### config.mk
export PLATFORM = sky130hd
export DESIGN_NAME = barrier_gate_controller_core
export DESIGN_NICKNAME = d
export VERILOG_FILES = /design/src/rtl/bgc_pkg.sv /design/src/rtl/barrier_gate_controller_core.sv /design/src/rtl/bgc_event.sv
export SDC_FILE = /design/constraint.sdc
export NUM_CORES = 1
export LEC_CHECK = 0
export BUFFER_PORTS_ARGS = -buffer_cell sky130_fd_sc_hd__buf_4
export CORE_MARGIN = 2
export CORE_UTILIZATION = 60
export DETAILED_ROUTE_END_ITERATION = 6
export PLACE_DENSITY = 0.79
export SYNTH_ARGS = -nofsm -noshare
export SYNTH_HDL_FRONTEND = slang
export SYNTH_SLANG_ARGS = --single-unit
export TNS_END_PERCENT = 30
### constraint.sdc
create_clock -name clk_i -period 9.2 [get_ports clk_i]
set_input_delay 1.84 -clock clk_i [delete_from_list [all_inputs] [get_ports clk_i]]
set_output_delay 1.84 -clock clk_i [all_outputs]
set_load 0.05 [all_outputs]
### src/rtl/bgc_pkg.sv
`timescale 1ns / 1ps

package bgc_pkg;

  // Log memory size; addresses wrap modulo this depth.
  localparam int unsigned LOG_DEPTH = 256;
  localparam int unsigned LOG_AW    = $clog2(LOG_DEPTH);
  localparam int unsigned ADDR_W    = 8;
  localparam int unsigned DATA_W    = 8;
  localparam int unsigned ADC_W     = 10;
  localparam int unsigned CFG_W     = 10;
  localparam int unsigned BEATS     = 4;

  // Stream widths.
  localparam int unsigned IN_TDATA_W  = 16;
  localparam int unsigned IN_TUSER_W  = 2;
  localparam int unsigned OUT_TDATA_W = 24;

  // Register reset values and clock limits.
  localparam logic [7:0]       PRESCALE_RST  = 8'd125;
  localparam logic [ADC_W-1:0] DOWN_THR_RST  = 10'd768;
  localparam logic [ADC_W-1:0] UP_THR_RST    = 10'd511;
  localparam logic [5:0]       SEC_LAST      = 6'd59;
  localparam logic [5:0]       MIN_LAST      = 6'd59;
  localparam logic [4:0]       HOUR_LAST     = 5'd23;

  typedef enum logic [1:0] {
    OP_TICK   = 2'd0,
    OP_BUTTON = 2'd1,
    OP_IR     = 2'd2,
    OP_ADC    = 2'd3
  } op_e;

  typedef enum logic [1:0] {
    REG_PRESCALE = 2'd0,
    REG_DOWN_THR = 2'd1,
    REG_UP_THR   = 2'd2
  } reg_e;

  // Everything the output stage needs to play out the beats of one event.
  typedef struct packed {
    logic                          motor_raise;
    logic                          motor_lower;
    logic                          log_write;
    logic [BEATS-1:0][ADDR_W-1:0]  log_address;
    logic [BEATS-1:0][DATA_W-1:0]  log_data;
  } res_t;

  // Next log address, wrapping at the log depth.
  function automatic logic [LOG_AW-1:0] next_ptr(input logic [LOG_AW-1:0] a);
    logic [LOG_AW-1:0] r;
    if (a == LOG_AW'(LOG_DEPTH - 1)) begin
      r = '0;
    end else begin
      r = a + 1'b1;
    end
    return r;
  endfunction

endpackage

### src/rtl/barrier_gate_controller_core.sv
`timescale 1ns / 1ps
// Parking barrier controller core.
// The slave stream carries one event per beat: tuser holds the event kind
// (timer tick, button, IR edge, ADC sample) and tdata the ADC code. The
// master stream returns result beats: motor raise/lower state, a log write
// flag with byte address and data, and tlast on the final beat of an event.
// A button press while the barrier is down yields four log beats (car count,
// hours, minutes, seconds); every other event yields a single beat.
// An accepted event passes through the input register, then the result register,
// before its first result beat is valid. Throughput is one event per cycle for
// single-beat events while the receiver does not stall; a logging button holds
// the result register for its four log beats, and that register sets the rate.
// The input register keeps taking a new event while the result register is
// still waiting on the receiver; when the receiver stalls, backpressure reaches
// s_axis_tready once both registers are full.
// The configuration port writes one register per cycle with cfg_we_i; the user
// must use it only while the block is idle, as the block does not enforce this.
// Reset clears the clock, car count and log pointer, marks the barrier down
// and stops the motor; no beats are pending after reset.

module barrier_gate_controller_core import bgc_pkg::*; (
  input  logic                   clk_i,
  input  logic                   rst_ni,
  input  logic                   s_axis_tvalid,
  output logic                   s_axis_tready,
  input  logic [IN_TDATA_W-1:0]  s_axis_tdata,  // [9:0] adc_value
  input  logic [IN_TUSER_W-1:0]  s_axis_tuser,  // [1:0] operation
  output logic                   m_axis_tvalid,
  input  logic                   m_axis_tready,
  // [0] motor_raise, [1] motor_lower, [2] log_write, [10:3] log_address,
  // [18:11] log_data
  output logic [OUT_TDATA_W-1:0] m_axis_tdata,
  output logic                   m_axis_tlast,
  input  logic                   cfg_we_i,
  input  logic [1:0]             cfg_index_i,
  input  logic [CFG_W-1:0]       cfg_data_i
);

  logic             in_valid_q;
  op_e              in_op_q;
  logic [ADC_W-1:0] in_adc_q;
  logic             res_valid_q;
  res_t             res_q;
  res_t             res_d;
  logic [1:0]       beat_q;
  logic             last_beat;
  logic             res_free;
  logic             fire;

  // Result register frees when its final beat leaves.
  assign last_beat     = !res_q.log_write || (beat_q == 2'(BEATS - 1));
  assign res_free      = !res_valid_q || (m_axis_tready && last_beat);
  assign fire          = in_valid_q && res_free;
  assign s_axis_tready = !in_valid_q || fire;

  // Input register.
  always_ff @(posedge clk_i or negedge rst_ni) begin
    if (!rst_ni) begin
      in_valid_q <= 1'b0;
    end else if (s_axis_tready) begin
      in_valid_q <= s_axis_tvalid;
    end
  end

  always_ff @(posedge clk_i) begin
    if (s_axis_tready && s_axis_tvalid) begin
      in_op_q  <= op_e'(s_axis_tuser[1:0]);
      in_adc_q <= s_axis_tdata[ADC_W-1:0];
    end
  end

  bgc_event u_event (
    .clk_i       (clk_i),
    .rst_ni      (rst_ni),
    .fire_i      (fire),
    .op_i        (in_op_q),
    .adc_i       (in_adc_q),
    .cfg_we_i    (cfg_we_i),
    .cfg_index_i (cfg_index_i),
    .cfg_data_i  (cfg_data_i),
    .res_o       (res_d)
  );

  // Result register and beat counter.
  always_ff @(posedge clk_i or negedge rst_ni) begin
    if (!rst_ni) begin
      res_valid_q <= 1'b0;
      beat_q      <= '0;
    end else if (res_free) begin
      res_valid_q <= fire;
      beat_q      <= '0;
    end else if (m_axis_tready) begin
      beat_q <= beat_q + 1'b1;
    end
  end

  always_ff @(posedge clk_i) begin
    if (fire) begin
      res_q <= res_d;
    end
  end

  // Output beat selection.
  assign m_axis_tvalid = res_valid_q;
  assign m_axis_tlast  = last_beat;
  assign m_axis_tdata  = {5'b0, res_q.log_data[beat_q], res_q.log_address[beat_q],
                          res_q.log_write, res_q.motor_lower, res_q.motor_raise};

endmodule

### src/rtl/bgc_event.sv
`timescale 1ns / 1ps

module bgc_event import bgc_pkg::*; (
  input  logic              clk_i,
  input  logic              rst_ni,
  input  logic              fire_i,
  input  op_e               op_i,
  input  logic [ADC_W-1:0]  adc_i,
  input  logic              cfg_we_i,
  input  logic [1:0]        cfg_index_i,
  input  logic [CFG_W-1:0]  cfg_data_i,
  output res_t              res_o
);

  logic [7:0]        prescale_term_q;
  logic [ADC_W-1:0]  down_thr_q, up_thr_q;
  logic [7:0]        presc_q, presc_d;
  logic [5:0]        sec_q, sec_d;
  logic [5:0]        min_q, min_d;
  logic [4:0]        hour_q, hour_d;
  logic [7:0]        car_q, car_d;
  logic [LOG_AW-1:0] ptr_q, ptr_d;
  logic              raising_q, raising_d;
  logic              lowering_q, lowering_d;
  logic              at_down_q, at_down_d;
  logic              at_up_q, at_up_d;
  logic              logging;
  logic [BEATS-1:0][LOG_AW-1:0] addr;

  // Configuration registers.
  always_ff @(posedge clk_i or negedge rst_ni) begin
    if (!rst_ni) begin
      prescale_term_q <= PRESCALE_RST;
      down_thr_q      <= DOWN_THR_RST;
      up_thr_q        <= UP_THR_RST;
    end else if (cfg_we_i) begin
      case (reg_e'(cfg_index_i))
        REG_PRESCALE: prescale_term_q <= cfg_data_i[7:0];
        REG_DOWN_THR: down_thr_q      <= cfg_data_i;
        REG_UP_THR:   up_thr_q        <= cfg_data_i;
        default: ;
      endcase
    end
  end

  // Log addresses for a button event, starting at the write pointer.
  assign addr[0] = ptr_q;
  assign addr[1] = next_ptr(addr[0]);
  assign addr[2] = next_ptr(addr[1]);
  assign addr[3] = next_ptr(addr[2]);

  assign logging = (op_i == OP_BUTTON) && at_down_q;

  // Event decode and next state.
  always_comb begin
    presc_d    = presc_q;
    sec_d      = sec_q;
    min_d      = min_q;
    hour_d     = hour_q;
    car_d      = car_q;
    ptr_d      = ptr_q;
    raising_d  = raising_q;
    lowering_d = lowering_q;
    at_down_d  = at_down_q;
    at_up_d    = at_up_q;
    case (op_i)
      OP_TICK: begin
        if (presc_q == prescale_term_q) begin
          presc_d = '0;
          if (sec_q == SEC_LAST) begin
            sec_d = '0;
            if (min_q == MIN_LAST) begin
              min_d  = '0;
              hour_d = (hour_q == HOUR_LAST) ? '0 : hour_q + 1'b1;
            end else begin
              min_d = min_q + 1'b1;
            end
          end else begin
            sec_d = sec_q + 1'b1;
          end
        end else begin
          presc_d = presc_q + 1'b1;
        end
      end
      OP_BUTTON: begin
        if (at_down_q) begin
          car_d      = car_q + 1'b1;
          raising_d  = 1'b1;
          lowering_d = 1'b0;
          ptr_d      = next_ptr(addr[3]);
        end
      end
      OP_IR: begin
        if (at_up_q) begin
          raising_d  = 1'b0;
          lowering_d = 1'b1;
        end
      end
      OP_ADC: begin
        at_down_d = adc_i >= down_thr_q;
        at_up_d   = adc_i <= up_thr_q;
        if (lowering_q && at_down_d) begin
          lowering_d = 1'b0;
        end
        if (raising_q && at_up_d) begin
          raising_d = 1'b0;
        end
      end
      default: ;
    endcase
  end

  // Result record; log fields read zero unless a log write happens.
  always_comb begin
    res_o.motor_raise = raising_d;
    res_o.motor_lower = lowering_d;
    res_o.log_write   = logging;
    res_o.log_address = '0;
    res_o.log_data    = '0;
    if (logging) begin
      for (int i = 0; i < BEATS; i++) begin
        res_o.log_address[i] = ADDR_W'(addr[i]);
      end
      res_o.log_data[0] = car_q;
      res_o.log_data[1] = DATA_W'(hour_q);
      res_o.log_data[2] = DATA_W'(min_q);
      res_o.log_data[3] = DATA_W'(sec_q);
    end
  end

  // State registers, updated once per processed event.
  always_ff @(posedge clk_i or negedge rst_ni) begin
    if (!rst_ni) begin
      presc_q    <= '0;
      sec_q      <= '0;
      min_q      <= '0;
      hour_q     <= '0;
      car_q      <= '0;
      ptr_q      <= '0;
      raising_q  <= 1'b0;
      lowering_q <= 1'b0;
      at_down_q  <= 1'b1;
      at_up_q    <= 1'b0;
    end else if (fire_i) begin
      presc_q    <= presc_d;
      sec_q      <= sec_d;
      min_q      <= min_d;
      hour_q     <= hour_d;
      car_q      <= car_d;
      ptr_q      <= ptr_d;
      raising_q  <= raising_d;
      lowering_q <= lowering_d;
      at_down_q  <= at_down_d;
      at_up_q    <= at_up_d;
    end
  end

endmodule

==> impl_metrics.yaml, run 1 <==
finish:
  drive_gt1_share_pct: 21.6
  final_common_cell: "edfxtp_1"
  n_antenna_cell: 0
  finalNetCount: 773
  syn2layout_area_growth_pct: 13.5
  register_area_mm2: 0.00411
  final_cell_mix: "72 x edfxtp_1, 59 x dfrtp_1, 52 x buf_4, 45 x nand2_1, 42 x nor2_1"
  fillers: 917
  multiInputGateArea_mm2: 0.00339
critical_path:
  cp_top_family: "simple AND/OR/NAND/NOR gates"
  path_class: "flop to flop"
  cp-start-kind: "flop"
  critPathMaxStageDelay_ps: 690
  cp_common_cell: "ha_1"
  path_buf_inv: 0
  worst_ep_arrival_time_ps: 5430
  required_ps: 9510
  path_cells: "ha_1, nand3_1, nor3b_1, o22ai_1, nor2_1, nor2_1, ha_1, and3_1, nand3_1, o21bai_1, nor2b_1, ha_1, nand2_1, or3_4, or4_4, a32o_1"
  path_max_fanout: 18
  critical_path.endpoint_type: "flop"
  slowest_stage: "ha_1"
timing:
  finalSetupViolations: 0
  final.period_utilization_pct: 55.7
  report.final.slew_viol_count: 0
  skew_ps: 6.45
  hold_violations: 0
  fmax_mhz: 195
  timing.setup.tns_ps: 0
  hold-worst-slack_ps: 469
  post-route-min-period_ps: 5130
  worst_pin_slew_ps: 1170
  relSlewSlack_pct: 21.9
  rsz0062_at_grt: "false"
synth:
  syn_area_mm2: 0.00779
  synthCells: 671
  ys_async_sr_fraction_pct: 51.7
  yosys.area.top_type_share_pct: 27.8
  synth_area_leader_cell: "edfxtp_1"
  synth_edf_count: 72
  synth_mux_area_share_pct: 9.24
  synth_xor_area_share_pct: 4.48
  synthSimpleGateAreaFrac_pct: 15.2
  synth_fa_ha_area_share_pct: 4.82
  postSynthAreaPerCell_um2: 11.6
  yosys.cell_types.count: 68
  ys.flop_type: "edfxtp_1"
  ys_warn_count: 0
  synth.area.top_cells: "edfxtp_1 28%, dfrtp_1 19%, dfstp_2 6.1%, ha_1 4.8%, mux2_2 4.8%"
  synth_compound_area_share_pct: 9.61
  yosys_register_bits: 149
  yosysSeqAreaShare_pct: 52.8
  synth_top_family_by_area: "simple AND/OR/NAND/NOR gates"
floorplan:
  rows: 41
  die_area_mm2: 0.0139
  core_area_mm2: 0.0127
  start_util_pct: 61.5
  die_y_um: 118
  ios: 62
  die_w_um: 118
place:
  dpl.hpwl_mm: 10.4
  port_buffers: 50
  gp_congestion: 0.982
worst_hold_path:
  hold_path_class: "flop to flop"
power:
  ir_worst_vdd_v: 0.000159
  leakagePower_nw: 3.56
  power_per_cell_area_mw_per_mm2: 236
route:
  num_vias: 5252
  vias_per_cell: 5.88
  postRouteAntennaNets: 0
  wl_per_cell_um: 17.1
  routed_wl_mm: 15.2
  drc_errors: 0
  drt_pass1_iterations: 5
  drt_iter0_drc: 392
cts:
  cts_max_path_buffers: 2
  htreeDepth: 4
  cts_buffers: 17
  hold_buffers: 0
  clock_latency_ps: 420
  clockRootBuffer: "clkbuf_16"
  cts_num_sinks: 149
  cts.clk_slew.worst_paths_ps: 60
  post_cts_buffers: 0
  cts_tree: "yes"
  cts.repair.resized: 0
grt:
  track_usage_pct: 23.4
  grt_max_degree: 78
  grt_pass1_wl_mm: 25.6
  grt_overflow: 0
  grt_pass1_vias: 5184
  antenna_found_initial: 0
run_status:
  status: "finished clean"
job:
  max_cap_violations: 0
per-stage QoR:
stage / util (%) / power [W] / instances / setup WS [ps] / area [um2]
finish: 69.7 / 0.00209 / 893 / 4070 / 8840
global route: 69.7 / 0.00219 / 893 / 3650 / 8840
CTS: 69.7 / 0.00210 / 893 / 4170 / 8840
detailed placement: 65.0 / 0.00139 / 861 / 4210 / 8230
global placement: 65.0 / 0.00137 / 861 / 4310 / 8230
floorplan: - / 0.00126 / 675 / 4260 / 7800
area by class of cell:
class / count / area share (%)
Sequential cell: 149 / 46.5
Clock inverter: 13 / 1.97
Multi-Input combinational cell: 456 / 38.4
Timing Repair Buffer: 52 / 4.42
Clock buffer: 19 / 4.90
Tap cell: 172 / 2.44
Inverter: 32 / 1.36
routing by layer:
metal / GRT usage (%) / share of wire (%) / routed length, um
met2: 37.8 / 50 / 7550
met3: 4.80 / 4.9 / 742
met4: 8.36 / 1.5 / 221
met1: 31.5 / 44 / 6720
met5: 0 / 0 / 0
cells in the mapped netlist, types with 4 or more instances:
cell	number
dfrtp_1	59
a31oi_1	5
and3_1	10
nand4_1	14
xor2_1	13
dfstp_2	18
a211oi_1	4
mux4_2	13
xnor2_1	25
nor2b_1	7
o21a_1	8
nor3_1	15
clkbuf_1	27
and2_1	41
buf_4	9
mux2_2	33
a21o_1	8
mux2i_1	4
inv_1	32
o21ai_0	30
nand3_1	18
o21ai_1	4
nand3b_1	7
nand2_1	45
nor2_1	42
nor3b_1	6
nand2b_1	4
a21oi_1	12
ha_1	30
edfxtp_1	72
logic make-up after synthesis:
family          Yosys count
other cells               1
compound gates          110
fa+ha+maj                30
mux                      51
simple gates            221
flops                   149
buf+inv                  70
xor+xnor                 39
path summary, 6_finish.rpt:
check | startpoint | to | slack, ps | depth (start not counted)
hold / removal | u_event.car_q[7]$_DFFE_PN0P_ | u_event.car_q[7]$_DFFE_PN0P_ | 470 | 1
max in group asynchronous | rst_ni | u_event.ptr_q[5]$_DFFE_PN0P_ | 7000 | 1
setup reg to reg | u_event.ptr_q[0]$_DFFE_PN0P_ | u_event.ptr_q[5]$_DFFE_PN0P_ | 4070 | 16
setup / recovery | u_event.ptr_q[0]$_DFFE_PN0P_ | u_event.ptr_q[5]$_DFFE_PN0P_ | 4070 | 16
min in group asynchronous | rst_ni | u_event.presc_q[2]$_DFFE_PN0P_ | 1560 | 1
hold reg to reg | u_event.car_q[7]$_DFFE_PN0P_ | u_event.car_q[7]$_DFFE_PN0P_ | 470 | 1
power by group:
group	leakage [nW]	switching, W	internal [W]
clock	0.284	0.000274	0.000430
sequential	1.65	0.000105	0.000812
combinational	1.63	0.000273	0.000192
sequential cells by signal, indices dropped and copies added, names as in the netlist, 2 cells and up:
signal and count:
u_event.prescale_term_q 8, u_event.ptr_q 8, in_op_q 2, u_event.up_thr_q 10
u_event.down_thr_q 10, u_event.sec_q 6, u_event.hour_q 5, beat_q 2
m_axis_tdata 3, res_q 57, in_adc_q 10, u_event.presc_q 8
u_event.car_q 8, u_event.min_q 6
No activity file was read; power rests on OpenSTA's default activity.
==> run 2, diff against run 1 <==
--- a/config.mk
+++ b/config.mk
@@ -7,9 +7,9 @@
 export LEC_CHECK = 0
 export BUFFER_PORTS_ARGS = -buffer_cell sky130_fd_sc_hd__buf_4
 export CORE_MARGIN = 2
-export CORE_UTILIZATION = 60
+export CORE_UTILIZATION = 55
 export DETAILED_ROUTE_END_ITERATION = 6
-export PLACE_DENSITY = 0.79
+export PLACE_DENSITY = 0.76
 export SYNTH_ARGS = -nofsm -noshare
 export SYNTH_HDL_FRONTEND = slang
 export SYNTH_SLANG_ARGS = --single-unit
==> constraint.sdc (replaced) <==
create_clock -name clk_i -period 4.7 [get_ports clk_i]
set_input_delay 0.94 -clock clk_i [delete_from_list [all_inputs] [get_ports clk_i]]
set_output_delay 0.94 -clock clk_i [all_outputs]
set_load 0.05 [all_outputs]
==> impl_metrics.yaml, run 2 (synthesized netlist as in run 1, its figures left out) <==
timing:
  fmax_mhz: 225
  final.period_utilization_pct: 94.7
  skew_ps: 7.58
  post-route-min-period_ps: 4450
  worst_pin_slew_ps: 1110
  timing.setup.tns_ps: 0
  finalSetupViolations: 0
  hold_violations: 0
  rsz0062_at_grt: "false"
  fin_ws_ps: 251
  relSlewSlack_pct: 25.7
  report.final.slew_viol_count: 0
route:
  num_vias: 5287
  postRouteAntennaNets: 0
  drc_errors: 0
  routed_wl_mm: 16.1
  wl_per_cell_um: 17.6
  vias_per_cell: 5.78
  drt_pass1_iterations: 6
  drt_iter0_drc: 402
cts:
  cts.clk_slew.worst_paths_ps: 60
  cts_tree: "yes"
  post_cts_buffers: 0
  cts_num_sinks: 149
  clockRootBuffer: "clkbuf_16"
  cts_max_path_buffers: 2
  htreeDepth: 4
  clock_latency_ps: 420
  cts_buffers: 17
floorplan:
  die_y_um: 123
  start_util_pct: 56.1
  rows: 43
  core_area_mm2: 0.0139
  die_w_um: 123
  die_area_mm2: 0.0151
  ios: 62
critical_path:
  path_max_fanout: 14
  worst_ep_arrival_time_ps: 4760
  crit_path_start: "u_event.ptr_q[0]$_DFFE_PN0P_"
  critical_path.endpoint_type: "flop"
  cp-start-kind: "flop"
  path_class: "flop to flop"
  reg2reg_from: "u_event.ptr_q[0]$_DFFE_PN0P_"
  required_ps: 5010
worst_hold_path:
  hold_path_class: "flop to flop"
  min_from: "u_event.car_q[7]$_DFFE_PN0P_"
run_status:
  status: "finished clean"
grt:
  antenna_found_initial: 0
  grt_overflow: 0
  grt_pass1_wl_mm: 26.2
  grt_max_degree: 78
  track_usage_pct: 23.1
  grt_pass1_vias: 5131
job:
  max_cap_violations: 0
finish:
  drive_gt1_share_pct: 22.7
  finalNetCount: 787
  fin_area_mm2: 0.00892
  final_cell_mix: "72 x edfxtp_1, 66 x buf_4, 59 x dfrtp_1, 45 x nand2_1, 41 x nor2_1"
  n_antenna_cell: 0
  syn2layout_area_growth_pct: 14.5
  final_common_cell: "edfxtp_1"
  top_register: "res_q"
  largest_reg_flops: 57
power:
  power_per_cell_area_mw_per_mm2: 455
  ir_worst_vdd_v: 0.000473
  leakagePower_nw: 3.63
place:
  place_area_mm2: 0.00835
  dpl.hpwl_mm: 11.5
  gp_congestion: 0.905
  port_buffers: 50
  dp_slack_ps: 259
run 2: changes by cell type in the layout (fill, tap and decap cells not counted), moves of 2 or more:
cell / change
buf_4: +14
clkinv_1: +5
clkinv_2: +5
clkinv_4: -5
clkinvlp_4: -2
inv_6: -2
run 2: worst max-delay path: stages (launching register included):
cell and delay (ps):
dfrtp_1 460, ha_1 290, buf_4 220, nor2b_1 160, o2111a_1 240, o22ai_1 160
nor2_2 200, nor2_1 100, ha_1 250, and3_1 180, nand3_1 120, o21bai_1 250
nor2b_1 260, ha_1 220, nand2_1 80, or3_4 360, or4_4 530, a32o_1 250
run 2: per-stage QoR:
step,utilization [%],hold WS (ps),total power [W],std cells
2_1_floorplan,-,438,0.00246,675
3_3_place_gp,60.1,453,0.00271,883
3_5_place_dp,60.1,459,0.00277,883
4_1_cts,64.2,468,0.00408,915
5_1_grt,64.3,476,0.00424,915
6_report,64.3,460,0.00405,915
run 2: cell type report:
class	instances	area [um2]
inverter	32	120
sequential	149	4110
clock buffer	18	429
multi-input combinational	456	3400
tap	180	225
timing repair buffer	66	495
clock inverter	14	141
fill	1058	4960
run 2: metal layers:
layer  GRT usage [%]  up-vias  part of all wire, %
li1                -     2532                    -
met1            29.1     2577                   42
met5               0        -                    0
met3            5.81       23                  5.8
met4            9.30        0                  1.9
met2            38.1      155                   51
run 2: path summary, 6_finish.rpt:
| check | endpoint | slack [ps] | depth (start not counted) |
|---|---|---|---|
| worst min-delay path | u_event.car_q[7]$_DFFE_PN0P_ | 460 | 1 |
| max in group asynchronous | u_event.down_thr_q[6]$_DFFE_PN0P_ | 3410 | 1 |
| min in group asynchronous | u_event.down_thr_q[3]$_DFFE_PN0P_ | 680 | 1 |
| worst min register to register | u_event.car_q[7]$_DFFE_PN0P_ | 460 | 1 |
| worst max-delay path | u_event.ptr_q[5]$_DFFE_PN0P_ | 250 | 17 |
| worst max register to register | u_event.ptr_q[5]$_DFFE_PN0P_ | 250 | 17 |
run 2: report_power, final:
part           switching (W)  internal [W]  total [W]
Combinational       0.000595      0.000397   0.000993
Clock               0.000493      0.000818    0.00131
Sequential          0.000158       0.00159    0.00175
run 2: repair_timing:
item,in CTS,in global routing
hold buffers,0,0
endpoints found under the setup margin,0,2
gates resized for setup,0,1
hold endpoints to repair,0,0
==> run 3, diff against run 2 <==
--- a/config.mk
+++ b/config.mk
@@ -7,9 +7,10 @@
 export LEC_CHECK = 0
 export BUFFER_PORTS_ARGS = -buffer_cell sky130_fd_sc_hd__buf_4
 export CORE_MARGIN = 2
-export CORE_UTILIZATION = 55
+export CORE_UTILIZATION = 60
 export DETAILED_ROUTE_END_ITERATION = 6
-export PLACE_DENSITY = 0.76
+export PLACE_DENSITY = 0.79
+export SETUP_SLACK_MARGIN = 0.4
 export SYNTH_ARGS = -nofsm -noshare
 export SYNTH_HDL_FRONTEND = slang
 export SYNTH_SLANG_ARGS = --single-unit
==> constraint.sdc (replaced) <==
create_clock -name clk_i -period 5.35 [get_ports clk_i]
set_input_delay 1.07 -clock clk_i [delete_from_list [all_inputs] [get_ports clk_i]]
set_output_delay 1.07 -clock clk_i [all_outputs]
set_load 0.05 [all_outputs]
==> impl_metrics.yaml, run 3 (synthesized netlist as in run 1, its figures left out) <==
cts:
  cts_tree: "yes"
  cts_max_path_buffers: 2
  htreeDepth: 4
  hold_buffers: 0
  clockRootBuffer: "clkbuf_16"
  post_cts_buffers: 0
  cts.clk_slew.worst_paths_ps: 60
  cts_num_sinks: 149
  cts.repair.resized: 0
  cts_buffers: 17
  clock_latency_ps: 420
critical_path:
  slowest_stage: "dfrtp_1"
  reg2reg_from: "u_event.ptr_q[0]$_DFFE_PN0P_"
  cp_common_cell: "ha_1"
  crit_path_start: "u_event.ptr_q[0]$_DFFE_PN0P_"
  worst_ep_arrival_time_ps: 4930
  path_class: "flop to flop"
  critPathMaxStageDelay_ps: 560
  required_ps: 5650
  path_cells: "inv_1, ha_1, nor3b_1, o22ai_1, nor2_1, nor2_1, ha_1, and3_1, nand3_1, o21bai_1, nor2b_1, ha_1, nand2_1, or3_4, or4_4, a32o_1"
  critical_path.endpoint_type: "flop"
  path_max_fanout: 16
  r2r.worst_path.cells: 16
  cp-start-kind: "flop"
grt:
  grt_pass1_wl_mm: 25.2
  grt_pass1_vias: 5167
  grt_max_degree: 78
  grt_overflow: 0
  antenna_found_initial: 0
  track_usage_pct: 23.0
power:
  p_int_w: 0.00247
  ir_worst_vdd_v: 0.000224
  power.switching_w: 0.00110
  leakagePower_nw: 3.58
  power_per_cell_area_mw_per_mm2: 403
  p_sw_share_pct: 30.8
  seqPwrFrac_pct: 43.4
  power_frac_comb_pct: 23.4
  clockPowerShare_pct: 33.3
  power.total_w: 0.00356
run_status:
  status: "finished clean"
route:
  drc_errors: 0
  routed_wl_mm: 15.2
  num_vias: 5203
  postRouteAntennaNets: 0
  vias_per_cell: 5.80
  wl_per_cell_um: 16.9
  drt_iter0_drc: 293
  drt_pass1_iterations: 5
floorplan:
  die_area_mm2: 0.0139
  rows: 41
  die_y_um: 118
  ios: 62
  core_area_mm2: 0.0127
  start_util_pct: 61.5
  die_w_um: 118
timing:
  final.period_utilization_pct: 86.5
  timing.setup.tns_ps: 0
  relSlewSlack_pct: 25.3
  rsz0062_at_grt: "false"
  report.final.slew_viol_count: 0
  hold_violations: 0
  skew_ps: 8.15
  fmax_mhz: 216
  worst_pin_slew_ps: 1120
  finalSetupViolations: 0
  post-route-min-period_ps: 4630
  fin_ws_ps: 724
finish:
  fillers: 911
  final_cell_mix: "72 x edfxtp_1, 59 x dfrtp_1, 56 x buf_4, 45 x nand2_1, 42 x nor2_1"
  final_common_cell: "edfxtp_1"
  top_register: "res_q"
  final_util_pct: 69.9
  syn2layout_area_growth_pct: 13.7
  largest_reg_flops: 57
  finalNetCount: 777
  drive_gt1_share_pct: 21.8
  fin_area_mm2: 0.00885
  n_antenna_cell: 0
job:
  max_cap_violations: 0
worst_hold_path:
  whs_path_depth: 1
  min_from: "u_event.car_q[7]$_DFFE_PN0P_"
  hold_path_class: "flop to flop"
place:
  gp_congestion: 0.900
  dp_slack_ps: 810
  dpl.hpwl_mm: 10.6
  place_area_mm2: 0.00826
  port_buffers: 50
## run 3: worst paths after layout
kind | slack (ps) | endpoint
min | 470 | u_event.car_q[7]$_DFFE_PN0P_
max | 720 | u_event.ptr_q[5]$_DFFE_PN0P_
min in group asynchronous | 800 | u_event.presc_q[1]$_DFFE_PN0P_
max reg2reg | 720 | u_event.ptr_q[5]$_DFFE_PN0P_
min reg2reg | 470 | u_event.car_q[7]$_DFFE_PN0P_
max in group asynchronous | 3910 | u_event.ptr_q[2]$_DFFE_PN0P_
## run 3: through the flow
step,hold slack [ps],cells
detailed placement,472,865
CTS,480,897
finish,473,897
floorplan,438,675
global route,496,897
global placement,453,865
## run 3: power by group through the flow
stage          sequential (W)  combinational [W]  clock [W]
2_1_floorplan         0.00150           0.000661          0
3_3_place_gp          0.00155           0.000808          0
3_5_place_dp          0.00157           0.000830          0
4_1_cts               0.00155           0.000839    0.00120
5_1_grt               0.00157           0.000910    0.00125
6_report              0.00155           0.000833    0.00119
## run 3: area by class of cell
class                           count  area [um2]  area share (%)
Sequential cell                   149        4110            46.5
Multi-Input combinational cell    456        3390            38.3
Clock buffer                       20         437            4.93
Timing Repair Buffer               56         420            4.75
Tap cell                          172         215            2.43
Clock inverter                     12         154            1.74
Inverter                           32         120            1.36
## run 3: critical path: cells and delay by family (launching register included)
family	cells	cell delay [ps]
DFF	1	560
and+or+nand+nor	9	2190
buffers and inverters	1	180
adders and majority gates	3	920
AOI/OAI and AO/OA	3	670
## run 3: metal layers
layer	track usage (%)	vias to the layer above	wire length (um)
met5	0	-	0
met4	8.81	0	272
met3	4.17	24	742
met2	38.3	141	7480
met1	30.2	2529	6690
li1	-	2509	-
